===== src/sv/hed_pkg.sv =====
// ----------------------------------------------------------------------------
// hed_pkg
// Shared types and constants for the Hamming encoder/decoder pipeline.
// ----------------------------------------------------------------------------
package hed_pkg;

  localparam int FIELD_W = 31;

  typedef struct packed {
    logic vld;
    logic enc;
  } hed_ctl_t;

endpackage


===== src/sv/hed_map_stage.sv =====
// ----------------------------------------------------------------------------
// hed_map_stage
// First stage: masks the incoming word to the codeword width and, for encode,
// spreads the data bits over the non-parity positions.
// ----------------------------------------------------------------------------
module hed_map_stage
  import hed_pkg::*;
#(
  parameter int CODE_BITS = 31
) (
  input  logic                 clk,
  input  logic                 rst_n,
  input  logic                 en,
  input  logic                 in_valid,
  input  logic                 in_req_type,
  input  logic [FIELD_W-1:0]   in_word,
  output hed_ctl_t             ctl,
  output logic [CODE_BITS-1:0] word_r
);

  localparam int SW = $clog2(CODE_BITS + 1);
  localparam int K  = CODE_BITS - SW;

  logic                 vld_r;
  logic                 enc_r;
  logic [CODE_BITS-1:0] raw;
  logic [CODE_BITS-1:0] spread;
  logic [CODE_BITS-1:0] word_nxt;

  generate
    if (CODE_BITS > FIELD_W) begin : g_wide
      assign raw = {{(CODE_BITS - FIELD_W){1'b0}}, in_word};
    end else begin : g_narrow
      assign raw = in_word[CODE_BITS-1:0];
    end

    for (genvar p = 1; p <= CODE_BITS; p++) begin : g_pos
      if ((p & (p - 1)) == 0) begin : g_par
        assign spread[CODE_BITS-p] = 1'b0;
      end else begin : g_dat
        localparam int DI = K - p + $clog2(p + 1);
        assign spread[CODE_BITS-p] = raw[DI];
      end
    end
  endgenerate

  assign word_nxt = in_req_type ? spread : raw;

  always_ff @(posedge clk) begin
    if (!rst_n) begin
      vld_r <= 1'b0;
    end else if (en) begin
      vld_r <= in_valid;
    end
  end

  always_ff @(posedge clk) begin
    if (en) begin
      enc_r  <= in_req_type;
      word_r <= word_nxt;
    end
  end

  assign ctl.vld = vld_r;
  assign ctl.enc = enc_r;

endmodule


===== src/sv/hed_syn_stage.sv =====
// ----------------------------------------------------------------------------
// hed_syn_stage
// Second stage: syndrome as the XOR of the numbers of all set positions.
// ----------------------------------------------------------------------------
module hed_syn_stage
  import hed_pkg::*;
#(
  parameter int CODE_BITS = 31
) (
  input  logic                           clk,
  input  logic                           rst_n,
  input  logic                           en,
  input  hed_ctl_t                       ctl_in,
  input  logic [CODE_BITS-1:0]           word_in,
  output hed_ctl_t                       ctl,
  output logic [CODE_BITS-1:0]           word_r,
  output logic [$clog2(CODE_BITS+1)-1:0] syn_r
);

  localparam int SW = $clog2(CODE_BITS + 1);

  logic          vld_r;
  logic          enc_r;
  logic [SW-1:0] syn_nxt;

  always_comb begin
    syn_nxt = '0;
    for (int p = 1; p <= CODE_BITS; p++) begin
      if (word_in[CODE_BITS-p]) begin
        syn_nxt = syn_nxt ^ SW'(p);
      end
    end
  end

  always_ff @(posedge clk) begin
    if (!rst_n) begin
      vld_r <= 1'b0;
    end else if (en) begin
      vld_r <= ctl_in.vld;
    end
  end

  always_ff @(posedge clk) begin
    if (en) begin
      enc_r  <= ctl_in.enc;
      word_r <= word_in;
      syn_r  <= syn_nxt;
    end
  end

  assign ctl.vld = vld_r;
  assign ctl.enc = enc_r;

endmodule


===== src/sv/hed_fix_stage.sv =====
// ----------------------------------------------------------------------------
// hed_fix_stage
// Third stage: inserts parity bits on encode; on decode flips the named bit,
// flags the result and extracts the data bits. Holds the output register.
// ----------------------------------------------------------------------------
module hed_fix_stage
  import hed_pkg::*;
#(
  parameter int CODE_BITS = 31
) (
  input  logic                           clk,
  input  logic                           rst_n,
  input  logic                           en,
  input  hed_ctl_t                       ctl_in,
  input  logic [CODE_BITS-1:0]           word_in,
  input  logic [$clog2(CODE_BITS+1)-1:0] syn_in,
  output logic                           out_valid,
  output logic [FIELD_W-1:0]             out_word_out,
  output logic                           out_corrected,
  output logic                           out_uncorrectable
);

  localparam int SW = $clog2(CODE_BITS + 1);
  localparam int K  = CODE_BITS - SW;

  logic                 vld_r;
  logic [FIELD_W-1:0]   word_out_r;
  logic                 corrected_r;
  logic                 uncorrectable_r;
  logic [CODE_BITS-1:0] enc_word;
  logic [CODE_BITS-1:0] fixed_word;
  logic [CODE_BITS-1:0] data_word;
  logic [CODE_BITS-1:0] res;
  logic [FIELD_W-1:0]   word_out_nxt;
  logic                 corrected_nxt;
  logic                 uncorrectable_nxt;

  generate
    for (genvar p = 1; p <= CODE_BITS; p++) begin : g_pos
      assign fixed_word[CODE_BITS-p] = word_in[CODE_BITS-p] ^ (syn_in == SW'(p));
      if ((p & (p - 1)) == 0) begin : g_par
        if (p == CODE_BITS) begin : g_last
          assign enc_word[CODE_BITS-p] = 1'b0;
        end else begin : g_cov
          assign enc_word[CODE_BITS-p] = syn_in[$clog2(p)];
        end
      end else begin : g_dat
        localparam int DI = K - p + $clog2(p + 1);
        assign enc_word[CODE_BITS-p] = word_in[CODE_BITS-p];
        assign data_word[DI]         = fixed_word[CODE_BITS-p];
      end
    end

    assign data_word[CODE_BITS-1:K] = '0;

    if (CODE_BITS >= FIELD_W) begin : g_wide
      assign word_out_nxt = res[FIELD_W-1:0];
    end else begin : g_narrow
      assign word_out_nxt = {{(FIELD_W - CODE_BITS){1'b0}}, res};
    end
  endgenerate

  assign res               = ctl_in.enc ? enc_word : data_word;
  assign corrected_nxt     = !ctl_in.enc && (syn_in != '0) && (syn_in <= SW'(CODE_BITS));
  assign uncorrectable_nxt = !ctl_in.enc && (syn_in > SW'(CODE_BITS));

  always_ff @(posedge clk) begin
    if (!rst_n) begin
      vld_r <= 1'b0;
    end else if (en) begin
      vld_r <= ctl_in.vld;
    end
  end

  always_ff @(posedge clk) begin
    if (en) begin
      word_out_r      <= word_out_nxt;
      corrected_r     <= corrected_nxt;
      uncorrectable_r <= uncorrectable_nxt;
    end
  end

  assign out_valid         = vld_r;
  assign out_word_out      = word_out_r;
  assign out_corrected     = corrected_r;
  assign out_uncorrectable = uncorrectable_r;

endmodule


===== src/sv/hamming_encode_decode.sv =====
// ----------------------------------------------------------------------------
// hamming_encode_decode
// Throughput: one request per cycle; the three register stages advance
// together and hold as a whole while the result is stalled.
// Reset: synchronous active-low rst_n clears all stage valid bits.
// Hamming single-error-correcting encoder/decoder, three-stage pipeline.
// ----------------------------------------------------------------------------
module hamming_encode_decode
  import hed_pkg::*;
#(
  parameter int CODE_BITS = 31
) (
  input  logic               clk,
  input  logic               rst_n,
  input  logic               in_valid,
  output logic               in_stall,
  input  logic               in_req_type,
  input  logic [FIELD_W-1:0] in_word_in,
  output logic               out_valid,
  input  logic               out_stall,
  output logic [FIELD_W-1:0] out_word_out,
  output logic               out_corrected,
  output logic               out_uncorrectable
);

  localparam int SW = $clog2(CODE_BITS + 1);

  logic                 en;
  hed_ctl_t             ctl1;
  hed_ctl_t             ctl2;
  logic [CODE_BITS-1:0] word1;
  logic [CODE_BITS-1:0] word2;
  logic [SW-1:0]        syn2;

  assign en       = !(out_valid && out_stall);
  assign in_stall = !en;

  hed_map_stage #(.CODE_BITS(CODE_BITS)) u_map (
    .clk         (clk),
    .rst_n       (rst_n),
    .en          (en),
    .in_valid    (in_valid),
    .in_req_type (in_req_type),
    .in_word     (in_word_in),
    .ctl         (ctl1),
    .word_r      (word1)
  );

  hed_syn_stage #(.CODE_BITS(CODE_BITS)) u_syn (
    .clk     (clk),
    .rst_n   (rst_n),
    .en      (en),
    .ctl_in  (ctl1),
    .word_in (word1),
    .ctl     (ctl2),
    .word_r  (word2),
    .syn_r   (syn2)
  );

  hed_fix_stage #(.CODE_BITS(CODE_BITS)) u_fix (
    .clk               (clk),
    .rst_n             (rst_n),
    .en                (en),
    .ctl_in            (ctl2),
    .word_in           (word2),
    .syn_in            (syn2),
    .out_valid         (out_valid),
    .out_word_out      (out_word_out),
    .out_corrected     (out_corrected),
    .out_uncorrectable (out_uncorrectable)
  );

endmodule


===== config.mk =====
export PLATFORM = sky130hd
export DESIGN_NAME = hamming_encode_decode
export DESIGN_NICKNAME = d
export VERILOG_FILES = /design/src/sv/hed_pkg.sv /design/src/sv/hed_map_stage.sv /design/src/sv/hed_syn_stage.sv /design/src/sv/hed_fix_stage.sv /design/src/sv/hamming_encode_decode.sv
export SDC_FILE = /design/constraint.sdc
export NUM_CORES = 1
export LEC_CHECK = 0
export ABC_AREA = 1
export BUFFER_PORTS_ARGS = -buffer_cell sky130_fd_sc_hd__buf_2
export CAP_MARGIN = 15
export CORE_ASPECT_RATIO = 0.5
export CORE_MARGIN = 2
export CORE_UTILIZATION = 50
export DETAILED_ROUTE_END_ITERATION = 8
export GPL_ROUTABILITY_DRIVEN = 0
export PLACE_DENSITY = 0.71
export SKIP_LAST_GASP = 1
export SYNTH_ARGS = -nofsm -noshare
export SYNTH_HDL_FRONTEND = slang
export SYNTH_SLANG_ARGS = --single-unit

===== constraint.sdc =====
create_clock -name clk -period 7.06 [get_ports clk]
set_clock_uncertainty 0.1 [all_clocks]
set_input_delay 1.059 -clock clk [delete_from_list [all_inputs] [get_ports clk]]
set_output_delay 1.059 -clock clk [all_outputs]
set_load 0.01 [all_outputs]

==> run summary, run 1 <==
Asr flop ratio synth -> 0%
RSZ-0062 raised after global routing -> false
Hold Path Depth -> 0
Full die area -> 10,700 sq um
Num CTS Buffers -> 9
Vias per cell -> 4.66
Synthesized cell area -> 4910 sq um
Crit start category -> input pin
CTS resizes -> 0
Avg WL per Cell -> 12.8 um
Layout net count -> 592
Row cnt -> 25
Die Span X -> 144 um
Clock Path Buffers -> 2
Syn Area/Cell -> 10.1 sq um
Total track usage -> 17.7%
Ports -> 71
Mux cell area share after synthesis -> 0.230%
Post-synth net total -> 524
CTS tree -> done
R2R setup slack -> 5.11 ns
Number of port buffers -> 70
Arr. time, crit path -> 1.97 ns
Hold_sp -> u_map.enc_r$_DFFE_PN_
Critical path class -> in -> out
Headroom to the max-slew limit -> 52.2%
Slew Viols, Final -> 0
Setup WS post-layout -> 3.93 ns
Clock Pin Slew Worst Setup and Hold Paths -> 0.06 ns
Worst Hold Class -> reg -> reg
Fillers -> 779
Multi-input gate area -> 1610 sq um
Post-Synthesis Cells -> 488
Via count -> 3,245
Final setup viols -> 0
Maximum clock rate -> 0.320 GHz
Synth Area in Compound Gates -> 3.70%
Slew @ Worst Pin -> 0.717 ns
Antenna violations before repair -> 0
R2R Path End -> u_map.word_r[13]$_DFFE_PN_
Hold violation total from the final report -> 0
Crit. End Element -> primary output
Hold_buf cts -> 0
Seq cells post-synth -> 100
Final Cycle Share -> 44.3%
Leakage Power -> 2.60 nW
Status -> finished, final reports clean
Iteration-0 DRC count of the detailed router -> 221
Sink Count -> 100
DP Wirelength -> 6750 um
Setup TNS -> 0 ns
Max Fanout on Critical Path -> 45
Total wire length -> 8890 um
WP buf/inv -> 3
Synth Area in Simple Gates -> 17.5%
Area grow syn2layout -> 15.5%
Area occupied by registers -> 2970 sq um
DRT Pass-1 Iters -> 4
Pin count of the biggest net entering global routing -> 57
Post-route DRC violation count -> 0
Slowest stage cell, crit path -> nand2_4
Crit path required time -> 5.90 ns
H-tree Lvls -> 3
Initial Utilization -> 51.8%
Post-Synth Adder-Cell Area -> 0%
Largest family of logic cells by synthesized area -> simple AND/OR/NAND/NOR gates
Insertion delay to the later sink of the worst-skew pair -> 0.35 ns
R2R depth -> 2
Post-synth EDFFs -> 97
Crit-path cells -> buf_2, nand2_4, inv_1, buf_2
Share of cells above drive strength 1 -> 17.1%
Minimum clock period -> 3.13 ns
Core area -> 9480 sq um
Cell repeated most along the worst path -> buf_2
Maxcap violations -> 0
Pwr Density -> 285 nW/um^2
Die height -> 74.0 um
Synth Area in XOR/XNOR -> 11.1%
Synth unique cells -> 29
Crit-path leading delay family -> buffers and inverters
Final Hold Slack -> 0.334 ns
Max incr delay on CP -> 0.43 ns
Synth Flop Type -> edfxtp_1
WHS Endpoint -> u_syn.enc_r$_DFFE_PN_
CTS root buf -> clkbuf_16
Yosys warnings -> 0
Dpl ws -> 3.90 ns
First-pass GRT wire length -> 13,900 um
Diode count -> 0
Setup repair bufs after CTS -> 0
Reg-to-Reg Start -> u_fix.out_valid$_SDFFE_PN0N_
Routed Antenna Nets -> 0
Post-synthesis sequential area ratio -> 60.6%
Peak VDD IR -> 145 uV
Vias in the first global route -> 2,848
Grt ovf -> 0
-- worst max path at each step --
stage,depth (start not counted),slack (ns),from,to
floorplan,2,2.30,out_stall,in_stall
global placement,4,3.95,out_stall,in_stall
detailed placement,4,3.90,out_stall,in_stall
CTS,4,3.89,out_stall,in_stall
global route,4,3.83,out_stall,in_stall
finish,4,3.93,out_stall,in_stall
-- kinds of logic (layout without fill, tap and decap cells) --
kind of cell	after synthesis	after routing
AND/OR/NAND/NOR	207	207
flip-flops	100	100
buffers and inverters	84	157
XOR/XNOR	62	62
AO/OA/AOI/OAI	33	33
other	1	1
multiplexers	1	1
-- where the power goes --
group	internal, W	switching (W)
Clock	0.000276	0.000215
Sequential	0.000744	0.0000646
Combinational	0.000120	0.000196
Total	0.00114	0.000476
-- cell type report --
| type | count | area share, % |
|---|---|---|
| multi-input combinational | 304 | 28.3 |
| timing repair buffer | 71 | 6.32 |
| sequential | 100 | 52.5 |
| clock inverter | 7 | 1.28 |
| tap | 135 | 2.98 |
| clock buffer | 9 | 3.98 |
| inverter | 70 | 4.64 |
-- cell usage in the layout (no fill, tap or decap), drive strengths merged --
master,n
nand2,144
nand3,26
inv,71
xnor2,27
dfxtp,3
buf,71
nand2b,1
nand4,1
a31oi,3
o21a,4
clkbuf,9
conb,1
o21ai,16
mux2,1
bufinv,1
xor2,35
nor2,30
o21bai,1
nor3,1
clkinvlp,1
a21oi,9
nand3b,3
clkinv,4
or2,1
edfxtp,97
-- per-stage QoR --
step	instance area, sq um	total power (W)	cells	utilization [%]
2_1_floorplan	4910	0.00104	488	-
3_3_place_gp	5370	0.00113	680	56.6
3_5_place_dp	5370	0.00114	680	56.6
4_1_cts	5670	0.00163	696	59.8
5_1_grt	5670	0.00170	696	59.8
6_report	5670	0.00162	696	59.8
-- Yosys cell counts (all sizes together) (3+ instances only) --
cell	instances	area share, %
o21a	4	0.61
a21oi	9	0.92
nor2	30	2.7
xnor2	27	4.8
edfxtp	97	59
nand3b	3	0.46
a31oi	3	0.38
nand2	144	11
inv	69	5.3
buf	10	1.1
dfxtp	3	1.2
clkbuf	4	0.36
o21ai	16	1.6
nand3	26	2.7
xor2	35	6.2
-- registers in the layout, indices dropped and copies added, names as in the netlist --
signal                   count
u_map.enc_r                  1
u_syn.syn_r                  5
u_fix.out_valid              1
u_syn.vld_r                  1
u_syn.enc_r                  1
u_map.word_r                31
u_fix.out_corrected          1
u_fix.out_uncorrectable      1
u_fix.out_word_out          31
u_syn.word_r                26
u_map.vld_r                  1
-- routing by layer --
metal	part of all wire, %	GRT usage, %
met2	39	24.4
met1	51	26.6
met4	1.3	6.75
met3	7.8	4.96
met5	0	0
Note: power is estimated with default switching activity, not from simulation.
==> run 2, diff against run 1 <==
==> constraint.sdc (replaced) <==
create_clock -name clk -period 3.05 [get_ports clk]
set_clock_uncertainty 0.1 [all_clocks]
set_input_delay 0.4575 -clock clk [delete_from_list [all_inputs] [get_ports clk]]
set_output_delay 0.4575 -clock clk [all_outputs]
set_load 0.01 [all_outputs]
==> run summary, run 2 (synthesized netlist as in run 1, its figures left out) <==
Status -> finished, final reports clean (unchanged)
Via count -> 3,286 (was 3,245)
Placed Area -> 5380 sq um (was 5370 sq um)
Hold_sp -> in_word_in[6] (was u_map.enc_r$_DFFE_PN_)
Pin count of the biggest net entering global routing -> 74 (was 57)
Minimum clock period -> 1.84 ns
R2R setup slack -> 1.21 ns (was 5.11 ns)
Slew @ Worst Pin -> 0.663 ns (was 0.717 ns)
Number of port buffers -> 70 (unchanged)
Core area -> 9480 sq um (unchanged)
Routed Antenna Nets -> 0 (unchanged)
Insertion delay to the later sink of the worst-skew pair -> 0.34 ns (was 0.35 ns)
Vias per cell -> 4.72 (was 4.66)
Die Span X -> 144 um (unchanged)
DP Wirelength -> 6770 um (was 6750 um)
Crit. End Element -> primary output (unchanged)
Total wire length -> 9060 um (was 8890 um)
Max Fanout on Critical Path -> 28 (was 45)
R2R depth -> 3 (was 2)
Most frequent cells in the layout -> nand2_1 (143), edfxtp_1 (97), buf_2 (70) (unchanged)
Iteration-0 DRC count of the detailed router -> 191 (was 221)
Crit start category -> flip-flop (was input pin)
Crit path required time -> 2.49 ns (was 5.90 ns)
Crit-path cells -> nand2_4, inv_1, buf_2 (was buf_2, nand2_4, inv_1, buf_2)
Hold_buf cts -> 0 (unchanged)
Slew Viols, Final -> 0 (unchanged)
Layout net count -> 592 (unchanged)
Die height -> 74.0 um (unchanged)
Layout Cell Area excl Fill -> 5680 sq um (was 5670 sq um)
Reg-to-Reg Start -> u_syn.enc_r$_DFFE_PN_ (was u_fix.out_valid$_SDFFE_PN0N_)
Ports -> 71 (unchanged)
Diode count -> 0 (unchanged)
Leakage Power -> 2.60 nW (about the same)
R2R Path End -> u_fix.out_word_out[20]$_DFFE_PN_ (was u_map.word_r[13]$_DFFE_PN_)
Gate power share -> 19.7% (was 19.6%)
Power Total -> 0.00375 W (was 0.00162 W)
Final setup viols -> 0 (unchanged)
CTS root buf -> clkbuf_16 (unchanged)
Worst Hold Class -> in -> reg (was reg -> reg)
Switching power -> 0.00111 W (was 0.000476 W)
Antenna violations before repair -> 0 (unchanged)
Area grow syn2layout -> 15.8% (was 15.5%)
Hold violation total from the final report -> 0 (unchanged)
Switching part of the total -> 29.5% (was 29.4%)
H-tree Lvls -> 3 (unchanged)
Avg WL per Cell -> 13.0 um (was 12.8 um)
Clk pwr share -> 30.3% (was 30.4%)
Hold Path Depth -> 1 (was 0)
Headroom to the max-slew limit -> 55.8% (was 52.2%)
Internal Pwr Total -> 0.00264 W (was 0.00114 W)
Slowest stage cell, crit path -> dfxtp_1 (was nand2_4)
Initial Utilization -> 51.8% (unchanged)
Total track usage -> 18.5% (was 17.7%)
Final Cycle Share -> 60.3%
Full die area -> 10,700 sq um (unchanged)
CTS resizes -> 0 (unchanged)
Max incr delay on CP -> 0.33 ns (was 0.43 ns)
Share of cells above drive strength 1 -> 16.9% (was 17.1%)
Clock Path Buffers -> 2 (unchanged)
Arr. time, crit path -> 1.28 ns (was 1.97 ns)
Peak VDD IR -> 264 uV (was 145 uV)
Grt ovf -> 0 (unchanged)
Part of the power in registers -> 50.0% (was 50.1%)
Row cnt -> 25 (unchanged)
First-pass GRT wire length -> 14,600 um (was 13,900 um)
Sink Count -> 100 (unchanged)
Most common cell after layout, fill and taps aside -> nand2_1 (unchanged)
Clock Pin Slew Worst Setup and Hold Paths -> 0.07 ns (was 0.06 ns)
Pwr Density -> 660 nW/um^2 (was 285 nW/um^2)
Post-route DRC violation count -> 0 (unchanged)
Critical path class -> reg -> out (was in -> out)
DRT Pass-1 Iters -> 7 (was 4)
Setup TNS -> 0 ns (unchanged)
Num CTS Buffers -> 9 (unchanged)
Maximum clock rate -> 0.544 GHz
CTS tree -> done (unchanged)
Vias in the first global route -> 2,991 (was 2,848)
RSZ-0062 raised after global routing -> false (unchanged)
Maxcap violations -> 0 (unchanged)
WHS Endpoint -> u_map.word_r[6]$_DFFE_PN_ (was u_syn.enc_r$_DFFE_PN_)
Setup repair bufs after CTS -> 0 (unchanged)
## run 2: worst max-delay path: cells and delay by family, from the launching register on
kind / cells / cell delay, ns
buffers and inverters: 2 / 0.32
DFF: 1 / 0.33
and+or+nand+nor: 1 / 0.29
## run 2: layout make-up
| type | count | area (sq um) |
|---|---|---|
| clock buffers | 9 | 225 |
| flip-flops and latches | 100 | 2970 |
| repair buffers | 71 | 370 |
| clock inverters | 7 | 75.1 |
| multi-input cells | 304 | 1610 |
| inverters | 70 | 263 |
| fillers | 806 | 3800 |
| well taps | 135 | 169 |
## run 2: per-layer routing
metal  track usage, %  vias up  wire length [um]
met3             5.28        7               523
met1             27.6     1494              4760
met4             6.54        0                84
met5                0        -                 0
met2             25.9       86              3690
li1                 -     1699                 -
## run 2: worst max-delay path by stage
stage / from / endpoint / cells past startpoint
final: u_fix.out_valid$_SDFFE_PN0N_ / in_stall / 3
after global routing: u_syn.enc_r$_DFFE_PN_ / u_fix.out_word_out[11]$_DFFE_PN_ / 6
after CTS: u_fix.out_valid$_SDFFE_PN0N_ / in_stall / 3
after detailed placement: u_syn.enc_r$_DFFE_PN_ / u_fix.out_word_out[11]$_DFFE_PN_ / 6
after global placement: u_syn.enc_r$_DFFE_PN_ / u_fix.out_word_out[21]$_DFFE_PN_ / 2
after floorplan: out_stall / in_stall / 2
## run 2: metrics by stage
stage,hold WS [ns],cells,utilization [%],setup slack (ns)
floorplan,0.300,488,-,0.529
global placement,0.335,680,56.8,1.27
detailed placement,0.356,680,56.8,1.23
CTS,0.176,696,59.9,1.18
global route,0.177,696,59.9,1.05
finish,0.189,696,59.9,1.21
## run 2: power by group through the flow
stage,Clock [W],Combinational [W],Sequential (W)
finish,0.00113,0.000739,0.00188
global route,0.00120,0.000853,0.00190
CTS,0.00116,0.000743,0.00188
detailed placement,0,0.000738,0.00191
global placement,0,0.000718,0.00190
floorplan,0,0.000513,0.00189
